===== src/rtl/iea_pkg.sv =====
`default_nettype none

package iea_pkg;

  localparam int TABLE_POINTS_DEF = 64;

  localparam int WL_W      = 16;
  localparam int EFF_W     = 17;
  localparam int DRAW_W    = 16;
  localparam int IDX_W     = 6;
  localparam int PTS_W     = 7;
  localparam int CFG_IDX_W = 1;
  localparam int CFG_DAT_W = 7;
  localparam int NUM_W     = WL_W + EFF_W;
  localparam int ENTRY_W   = WL_W + EFF_W;

  localparam logic [EFF_W-1:0] EFF_ONE = 17'h10000;

  localparam logic CMD_LOAD  = 1'b0;
  localparam logic CMD_QUERY = 1'b1;

  localparam logic [CFG_IDX_W-1:0] CFG_POINTS_IN_USE     = 1'd0;
  localparam logic [CFG_IDX_W-1:0] CFG_EFFICIENCY_ENABLE = 1'd1;

  typedef enum logic [2:0] {
    ST_IN_RANGE     = 3'd0,
    ST_OUT_OF_RANGE = 3'd1,
    ST_EMPTY        = 3'd2,
    ST_DISABLED     = 3'd3,
    ST_LOADED       = 3'd4
  } status_t;

  typedef enum logic [2:0] {
    S_IDLE,
    S_FIRST,
    S_LAST,
    S_SCAN,
    S_MUL,
    S_DSTART,
    S_DIV,
    S_EMIT
  } state_t;

  typedef struct packed {
    logic              cmd;
    logic [IDX_W-1:0]  point_index;
    logic [WL_W-1:0]   wavelength;
    logic [EFF_W-1:0]  point_efficiency;
    logic [DRAW_W-1:0] uniform_draw;
  } item_t;

  typedef struct packed {
    logic             detected;
    logic [2:0]       status;
    logic [EFF_W-1:0] efficiency_out;
  } result_t;

  typedef struct packed {
    logic             done;
    logic [EFF_W-1:0] quot;
    logic             rem_nz;
  } div_res_t;

endpackage

`default_nettype wire


===== src/rtl/iea_stream_if.sv =====
`default_nettype none

interface iea_stream_if #(
  parameter type payload_t = logic
);
  logic     valid;
  logic     ready;
  payload_t data;

  modport source (output valid, output data, input ready);
  modport sink (input valid, input data, output ready);
endinterface

`default_nettype wire


===== src/rtl/interpolated_efficiency_acceptance.sv =====
// One transaction at a time; the table read port (one point per cycle) and the
// 17-step divider set the pace of a query.
// Reset: synchronous; clears control and points in use, enables efficiency;
// the table stays unknown.
`default_nettype none

module interpolated_efficiency_acceptance #(
  parameter int TABLE_POINTS = iea_pkg::TABLE_POINTS_DEF
) (
  input  wire logic                          clk,
  input  wire logic                          rst,
  input  wire logic                          cfg_we,
  input  wire logic [iea_pkg::CFG_IDX_W-1:0] cfg_index,
  input  wire logic [iea_pkg::CFG_DAT_W-1:0] cfg_data,
  iea_stream_if.sink                         item,
  iea_stream_if.source                       result
);

  localparam int AW    = $clog2(TABLE_POINTS);
  localparam int NW    = $clog2(TABLE_POINTS + 1);
  localparam int WL_W  = iea_pkg::WL_W;
  localparam int EFF_W = iea_pkg::EFF_W;

  iea_pkg::state_t  state, state_next;
  iea_pkg::status_t res_status;

  logic [iea_pkg::PTS_W-1:0]  points_in_use;
  logic                       efficiency_enable;

  logic [WL_W-1:0]            q_wl;
  logic [iea_pkg::DRAW_W-1:0] q_draw;
  logic [AW-1:0]              last_idx;
  logic [AW-1:0]              cnt;
  logic [WL_W-1:0]            prev_w;
  logic [EFF_W-1:0]           prev_e;
  logic [WL_W-1:0]            dx;
  logic [WL_W-1:0]            dw;
  logic [EFF_W-1:0]           de;
  logic                       desc;
  logic [iea_pkg::NUM_W-1:0]  num;
  logic [EFF_W-1:0]           res_eff;

  logic                       out_valid;
  iea_pkg::result_t           out_data;

  logic                       accept;
  logic                       is_query;
  logic                       wr_en;
  logic [EFF_W-1:0]           wr_eff;
  logic [AW-1:0]              rd_addr;
  logic [iea_pkg::ENTRY_W-1:0] rdata;
  logic [WL_W-1:0]            rw;
  logic [EFF_W-1:0]           re;
  logic [NW-1:0]              n_sel;
  logic                       slot_free;
  logic                       div_start;
  iea_pkg::div_res_t          div_res;

  assign accept    = item.valid && item.ready;
  assign is_query  = item.data.cmd == iea_pkg::CMD_QUERY;
  assign slot_free = !out_valid || result.ready;
  assign rw        = rdata[iea_pkg::ENTRY_W-1:EFF_W];
  assign re        = rdata[EFF_W-1:0];
  assign wr_eff    = (item.data.point_efficiency > iea_pkg::EFF_ONE) ?
                     iea_pkg::EFF_ONE : item.data.point_efficiency;
  assign wr_en     = accept && !is_query &&
                     (32'(item.data.point_index) < TABLE_POINTS);
  assign n_sel     = (32'(points_in_use) > TABLE_POINTS) ?
                     NW'(TABLE_POINTS) : NW'(32'(points_in_use));

  assign item.ready   = state == iea_pkg::S_IDLE;
  assign result.valid = out_valid;
  assign result.data  = out_data;

  iea_ram #(
    .WIDTH (iea_pkg::ENTRY_W),
    .DEPTH (TABLE_POINTS)
  ) u_table (
    .clk   (clk),
    .we    (wr_en),
    .waddr (AW'(item.data.point_index)),
    .wdata ({item.data.wavelength, wr_eff}),
    .raddr (rd_addr),
    .rdata (rdata)
  );

  iea_div u_div (
    .clk   (clk),
    .rst   (rst),
    .start (div_start),
    .num   (num),
    .den   (dw),
    .res   (div_res)
  );

  always_ff @(posedge clk) begin
    if (rst) begin
      points_in_use     <= '0;
      efficiency_enable <= 1'b1;
    end else if (cfg_we) begin
      unique case (cfg_index)
        iea_pkg::CFG_POINTS_IN_USE:     points_in_use     <= cfg_data[iea_pkg::PTS_W-1:0];
        iea_pkg::CFG_EFFICIENCY_ENABLE: efficiency_enable <= cfg_data[0];
        default: ;
      endcase
    end
  end

  always_ff @(posedge clk) begin
    if (rst) begin
      state <= iea_pkg::S_IDLE;
    end else begin
      state <= state_next;
    end
  end

  always_comb begin
    state_next = state;
    rd_addr    = '0;
    div_start  = 1'b0;
    unique case (state)
      iea_pkg::S_IDLE: begin
        if (accept) begin
          if (!is_query || !efficiency_enable || n_sel == '0) begin
            state_next = iea_pkg::S_EMIT;
          end else begin
            state_next = iea_pkg::S_FIRST;
          end
        end
      end
      iea_pkg::S_FIRST: begin
        rd_addr    = last_idx;
        state_next = (q_wl < rw) ? iea_pkg::S_EMIT : iea_pkg::S_LAST;
      end
      iea_pkg::S_LAST: begin
        state_next = (q_wl > rw) ? iea_pkg::S_EMIT : iea_pkg::S_SCAN;
      end
      iea_pkg::S_SCAN: begin
        rd_addr = AW'(cnt + 1'b1);
        if (rw == q_wl || (rw > q_wl && cnt == '0)) begin
          state_next = iea_pkg::S_EMIT;
        end else if (rw > q_wl) begin
          state_next = iea_pkg::S_MUL;
        end
      end
      iea_pkg::S_MUL: begin
        state_next = iea_pkg::S_DSTART;
      end
      iea_pkg::S_DSTART: begin
        div_start  = 1'b1;
        state_next = iea_pkg::S_DIV;
      end
      iea_pkg::S_DIV: begin
        if (div_res.done) begin
          state_next = iea_pkg::S_EMIT;
        end
      end
      iea_pkg::S_EMIT: begin
        if (slot_free) begin
          state_next = iea_pkg::S_IDLE;
        end
      end
      default: state_next = iea_pkg::S_IDLE;
    endcase
  end

  always_ff @(posedge clk) begin
    case (state)
      iea_pkg::S_IDLE: begin
        if (accept) begin
          q_wl     <= item.data.wavelength;
          q_draw   <= item.data.uniform_draw;
          last_idx <= AW'(n_sel - 1'b1);
          res_eff  <= '0;
          if (!is_query) begin
            res_status <= iea_pkg::ST_LOADED;
          end else if (!efficiency_enable) begin
            res_status <= iea_pkg::ST_DISABLED;
          end else if (n_sel == '0) begin
            res_status <= iea_pkg::ST_EMPTY;
          end else begin
            res_status <= iea_pkg::ST_OUT_OF_RANGE;
          end
        end
      end
      iea_pkg::S_LAST: begin
        cnt <= '0;
      end
      iea_pkg::S_SCAN: begin
        if (rw == q_wl || (rw > q_wl && cnt == '0)) begin
          res_eff    <= re;
          res_status <= iea_pkg::ST_IN_RANGE;
        end else if (rw > q_wl) begin
          dx   <= q_wl - prev_w;
          dw   <= rw - prev_w;
          desc <= re < prev_e;
          de   <= (re < prev_e) ? prev_e - re : re - prev_e;
        end else begin
          prev_w <= rw;
          prev_e <= re;
          cnt    <= AW'(cnt + 1'b1);
        end
      end
      iea_pkg::S_MUL: begin
        num <= iea_pkg::NUM_W'(de) * iea_pkg::NUM_W'(dx);
      end
      iea_pkg::S_DIV: begin
        if (div_res.done) begin
          res_status <= iea_pkg::ST_IN_RANGE;
          res_eff    <= desc ? prev_e - div_res.quot - EFF_W'(div_res.rem_nz) :
                               prev_e + div_res.quot;
        end
      end
      iea_pkg::S_EMIT: begin
        if (slot_free) begin
          out_data.detected       <= {1'b0, q_draw} < res_eff;
          out_data.status         <= res_status;
          out_data.efficiency_out <= res_eff;
        end
      end
      default: ;
    endcase
  end

  always_ff @(posedge clk) begin
    if (rst) begin
      out_valid <= 1'b0;
    end else if (state == iea_pkg::S_EMIT && slot_free) begin
      out_valid <= 1'b1;
    end else if (result.ready) begin
      out_valid <= 1'b0;
    end
  end

endmodule

`default_nettype wire


===== src/rtl/iea_ram.sv =====
`default_nettype none

module iea_ram #(
  parameter int WIDTH = 8,
  parameter int DEPTH = 16
) (
  input  wire logic                     clk,
  input  wire logic                     we,
  input  wire logic [$clog2(DEPTH)-1:0] waddr,
  input  wire logic [WIDTH-1:0]         wdata,
  input  wire logic [$clog2(DEPTH)-1:0] raddr,
  output logic [WIDTH-1:0]              rdata
);

  logic [WIDTH-1:0] mem [DEPTH];

  always_ff @(posedge clk) begin
    if (we) begin
      mem[waddr] <= wdata;
    end
    rdata <= mem[raddr];
  end

endmodule

`default_nettype wire


===== src/rtl/iea_div.sv =====
`default_nettype none

module iea_div (
  input  wire logic                      clk,
  input  wire logic                      rst,
  input  wire logic                      start,
  input  wire logic [iea_pkg::NUM_W-1:0] num,
  input  wire logic [iea_pkg::WL_W-1:0]  den,
  output iea_pkg::div_res_t              res
);

  localparam int QW = iea_pkg::EFF_W;
  localparam int RW = iea_pkg::WL_W;

  logic [RW-1:0]         rem;
  logic [QW-1:0]         low;
  logic [QW-1:0]         quot;
  logic [$clog2(QW):0]   cnt;
  logic                  busy;
  logic                  done;
  logic [RW:0]           trial;
  logic                  fits;

  assign trial = {rem, low[QW-1]};
  assign fits  = trial >= {1'b0, den};

  always_ff @(posedge clk) begin
    if (rst) begin
      busy <= 1'b0;
      done <= 1'b0;
      cnt  <= '0;
    end else begin
      done <= 1'b0;
      if (start) begin
        busy <= 1'b1;
        cnt  <= ($clog2(QW) + 1)'(QW);
      end else if (busy) begin
        cnt <= cnt - 1'b1;
        if (cnt == 1) begin
          busy <= 1'b0;
          done <= 1'b1;
        end
      end
    end
  end

  always_ff @(posedge clk) begin
    if (start) begin
      rem  <= num[iea_pkg::NUM_W-1:QW];
      low  <= num[QW-1:0];
      quot <= '0;
    end else if (busy) begin
      rem  <= fits ? RW'(trial - {1'b0, den}) : RW'(trial);
      low  <= {low[QW-2:0], 1'b0};
      quot <= {quot[QW-2:0], fits};
    end
  end

  assign res.done   = done;
  assign res.quot   = quot;
  assign res.rem_nz = rem != '0;

endmodule

`default_nettype wire


===== src/flat_wrapper.sv =====
// flat-port wrapper written by rule: the top's interface ports become plain ports
module interpolated_efficiency_acceptance_flat import iea_pkg::*;
#(
  parameter int TABLE_POINTS = iea_pkg::TABLE_POINTS_DEF
)
  (clk, rst, cfg_we, cfg_index, cfg_data, item_valid, item_data, item_ready, result_valid, result_data, result_ready);
  iea_stream_if #(.payload_t(item_t)) item_i ();
  iea_stream_if #(.payload_t(result_t)) result_i ();
  input  wire logic clk;
  input  wire logic rst;
  input  wire logic cfg_we;
  input  wire logic [iea_pkg::CFG_IDX_W-1:0] cfg_index;
  input  wire logic [iea_pkg::CFG_DAT_W-1:0] cfg_data;
  input wire logic [$bits(item_i.valid)-1:0] item_valid;
  input wire logic [$bits(item_i.data)-1:0] item_data;
  output wire logic [$bits(item_i.ready)-1:0] item_ready;
  output wire logic [$bits(result_i.valid)-1:0] result_valid;
  output wire logic [$bits(result_i.data)-1:0] result_data;
  input wire logic [$bits(result_i.ready)-1:0] result_ready;
  assign item_i.valid = item_valid;
  assign item_i.data = item_data;
  assign item_ready = item_i.ready;
  assign result_valid = result_i.valid;
  assign result_data = result_i.data;
  assign result_i.ready = result_ready;
  interpolated_efficiency_acceptance #(.TABLE_POINTS(TABLE_POINTS)) u_core (.clk(clk), .rst(rst), .cfg_we(cfg_we), .cfg_index(cfg_index), .cfg_data(cfg_data), .item(item_i), .result(result_i));
endmodule

===== config.mk =====
export PLATFORM = sky130hd
export DESIGN_NAME = interpolated_efficiency_acceptance_flat
export DESIGN_NICKNAME = d
export VERILOG_FILES = /design/src/rtl/iea_pkg.sv /design/src/rtl/iea_stream_if.sv /design/src/rtl/interpolated_efficiency_acceptance.sv /design/src/rtl/iea_ram.sv /design/src/rtl/iea_div.sv /design/src/flat_wrapper.sv
export SDC_FILE = /design/constraint.sdc
export NUM_CORES = 2
export LEC_CHECK = 0
export ABC_CLOCK_PERIOD_IN_PS = 5800
export BUFFER_PORTS_ARGS = -buffer_cell sky130_fd_sc_hd__buf_2
export CAP_MARGIN = 20
export CORE_AREA = 2 2 584 528
export CTS_CLUSTER_SIZE = 40
export DETAILED_ROUTE_END_ITERATION = 6
export DIE_AREA = 0 0 586 530
export PLACE_DENSITY = 0.48
export SLEW_MARGIN = 20
export SYNTH_ARGS = -nofsm -noshare
export SYNTH_HDL_FRONTEND = slang
export SYNTH_HIERARCHICAL = 1
export SYNTH_SLANG_ARGS = --single-unit

===== constraint.sdc =====
create_clock -name clk -period 5.8 [get_ports clk]
set_input_delay 0.58 -clock clk [delete_from_list [all_inputs] [get_ports clk]]
set_output_delay 0.58 -clock clk [all_outputs]
set_load 0.05 [all_outputs]

==> impl_metrics.py <==
metrics = {
    "sta": {
        "slew_viol_final": 0,
        "fin_crit_sh_pct": 102,
        "tightest_slew_ps": 996,
        "period_needed_ps": 5920,
        "slew_headroom_pct": 33.5,
        "hold_viol": 0,
        "finalWorstSetupSlack_ps": -118,
        "rsz0062_at_grt": "true",
        "max_freq_ghz": 0.169,
        "setup_violations": 2,
        "finalClockSkew_ps": 92.7,
        "setup_tns_ps": -178,
    },
    "worst_setup_path": {
        "cp-start-kind": "flop",
        "end_kind": "flop",
        "path_class": "reg -> reg",
        "critical_path_arrival_ps": 6460,
        "required_ps": 6350,
        "cp_max_fo": 3,
    },
    "global_routing": {
        "grt_util_all_layers_pct": 19.5,
        "grt_pass1_vias": 59600,
        "overflow": 0,
        "grt_pass1_wl_mm": 437,
        "antenna_found_initial": 16,
        "grt_max_degree": 72,
    },
    "worst_hold_path": {
        "hold_path.class": "in -> reg",
    },
    "pwr": {
        "power_leakage_nw": 41.6,
        "max-vdd-ir-drop_mv": 1.24,
        "power_density_mw_per_mm2": 570,
    },
    "final_layout": {
        "finalNetCount": 7142,
        "fin_cells": 10900,
        "final_common_cell": "edfxtp_1",
        "area_growth_pct": 16.4,
        "fillerInstances": 27700,
        "drive_gt1_share_pct": 22.8,
        "layout_common_cells": "2346 x edfxtp_1, 485 x mux4_2, 385 x inv_1, 322 x nand2_1, 314 x buf_4",
    },
    "drt": {
        "drc": 0,
        "wire_per_inst_um": 28.0,
        "routed_via_density": 5.29,
        "first_iter_violations": 5008,
        "via_count": 57700,
        "antenna_left": 0,
        "drtPass1Iterations": 5,
        "wl_mm": 305,
    },
    "cts": {
        "path_clk_slew_ps": 60,
        "clock-root-buffer": "clkbuf_16",
        "clk_path_buf_depth": 4,
        "cts_tree": "built",
        "cts.sinks": 2416,
        "cts_inserted_buffers": 267,
        "htreeDepth": 5,
        "clk_latency_ps": 880,
    },
    "die": {
        "coreArea_mm2": 0.305,
        "dieArea_mm2": 0.311,
        "die_x_um": 586,
        "io_pins": 92,
        "placementRows": 193,
        "start_util_pct": 34.8,
        "die_height_um": 530,
    },
    "synth": {
        "synthCells": 6100,
        "synth_fp_nets": 6651,
        "async_reset_ff_share_pct": 0,
        "avgSynthCellArea_um2": 17.4,
        "ys_warn_count": 6,
        "yosysSeqAreaShare_pct": 67.6,
        "synth_edf_count": 2346,
        "ys_ff_latch": 2416,
        "synthFlopType": "edfxtp_1",
        "syn_area_mm2": 0.106,
        "synthDistinctLibCells": 95,
    },
    "run": {
        "max_cap_viol_count": 0,
    },
    "place": {
        "gp_congestion": 0.810,
        "dp_hpwl_mm": 194,
        "place_inst": 10400,
        "port_buffers": 91,
    },
    "run_status": {
        "status": "finished with violations",
        "violations": "negative setup slack",
    },
}
==> flip-flops by register name, summed over array words and instances (netlist names), 7 cells and up <==
name,cells
u_core/prev_e,17
u_core/u_table/mem,2112
u_core/result.data,21
u_core/dx,16
u_core/res_eff,17
u_core/q_draw,16
u_core/de,17
u_core/prev_w,16
u_core/u_div/rem,16
u_core/dw,16
u_core/num,33
u_core/points_in_use,7
u_core/u_table/rdata,33
u_core/u_div/quot,17
u_core/q_wl,16
u_core/u_div/low,17
==> cell usage after synthesis (29+ instances only) <==
| cell | count | area (um2) |
|---|---|---|
| xor2_1 | 36 | 315 |
| nand4_1 | 55 | 344 |
| a31oi_1 | 29 | 181 |
| mux2i_1 | 131 | 1310 |
| a211oi_1 | 34 | 255 |
| nand3_1 | 117 | 586 |
| nor3_1 | 35 | 175 |
| and2_1 | 150 | 938 |
| ha_1 | 266 | 3330 |
| fa_1 | 216 | 4320 |
| dfxtp_1 | 70 | 1400 |
| buf_2 | 59 | 295 |
| xnor2_1 | 82 | 718 |
| o21ai_0 | 85 | 425 |
| nor2_1 | 187 | 702 |
| clkbuf_1 | 144 | 541 |
| buf_6 | 32 | 360 |
| nor2b_1 | 63 | 394 |
| inv_1 | 392 | 1470 |
| o221ai_1 | 50 | 438 |
| a22oi_1 | 78 | 586 |
| and3_1 | 34 | 213 |
| mux4_2 | 485 | 10900 |
| a21oi_1 | 134 | 671 |
| a21o_1 | 60 | 450 |
| o22ai_1 | 70 | 438 |
| nand2_1 | 325 | 1220 |
| edfxtp_1 | 2346 | 70400 |
==> routing by layer <==
layer	global-route usage (%)	wire, um
met5	0	38
met3	2.31	15100
met2	33.0	151000
met4	4.32	6530
met1	26.9	132000
==> critical path, stage by stage, from the launching register on <==
cell,delay (ps)
edfxtp_1,450
buf_6,150
and2_1,160
fa_1,570
fa_1,450
fa_1,600
fa_1,440
fa_1,510
inv_2,40
fa_1,490
inv_2,50
ha_4,210
a21o_1,200
a21oi_2,160
o211ai_1,120
a2111oi_2,330
o41ai_1,100
a31oi_1,260
o21ai_1,100
a31oi_1,190
xnor2_1,80
==> final cells by class <==
class                   instances  area [um2]  share of cell area (%)
inverters                     395        1490                    1.20
multi-input cells            3010       32400                    26.2
flip-flops and latches       2416       71800                    58.1
clock buffers                 336        7170                    5.79
diodes                         12        30.0                  0.0243
clock inverters               126        1200                   0.969
repair buffers                501        4430                    3.58
well taps                    4095        5120                    4.14
==> metrics by stage <==
step / cell area (um2) / util [%] / worst slack (ps) / hold slack [ps] / power, mW
finish: 124000 / 40.5 / -118 / 66.6 / 70.5
global placement: 115000 / 37.6 / -323 / 414 / 52.3
CTS: 124000 / 40.5 / -127 / 3.88 / 70.9
global route: 124000 / 40.5 / -415 / 48.5 / 74.8
floorplan: 106000 / - / 12.4 / 400 / 40.8
detailed placement: 115000 / 37.6 / -310 / 408 / 52.2
==> final timing paths <==
| kind | from | end | slack [ps] | cells after the start |
|---|---|---|---|---|
| hold reg to reg | u_core/res_status[2]$_SDFFCE_PP0P_ | u_core/result.data[19]$_DFFE_PP_ | 420 | 0 |
| setup reg to reg | u_core/de[4]$_DFFE_PP_ | u_core/num[32]$_DFFE_PP_ | -120 | 20 |
| setup / recovery | u_core/de[4]$_DFFE_PP_ | u_core/num[32]$_DFFE_PP_ | -120 | 20 |
| hold / removal | cfg_index | u_core/efficiency_enable$_SDFFE_PP1P_ | 70 | 2 |
==> kinds of logic after synthesis <==
kind of cell             after synthesis  share of synthesized area (%)
flip-flops                          2416                           67.6
AND/OR/NAND/NOR                     1054                           4.90
AO/OA/AOI/OAI                        717                           4.74
buffers and inverters                674                           2.81
multiplexers                         639                           11.8
adder cells (fa/ha/maj)              482                           7.20
XOR/XNOR                             118                          0.973
==> what timing repair did <==
action / CTS / global route
setup buffers: 13 / 4
hold endpoints to repair: 24 / 0
pin swaps: 30 / 14
hold buffers: 24 / 0
endpoints found under the setup margin: 14 / 16
resized for setup: 47 / 25
==> power by group <==
group          switching, mW  internal [mW]  leakage, nW
combinational           18.0           14.5         15.6
clock                   6.96           9.62         4.08
sequential             0.531           20.9         21.8
total                   25.5           45.0         41.6
No activity file was read; power rests on OpenSTA's default activity.
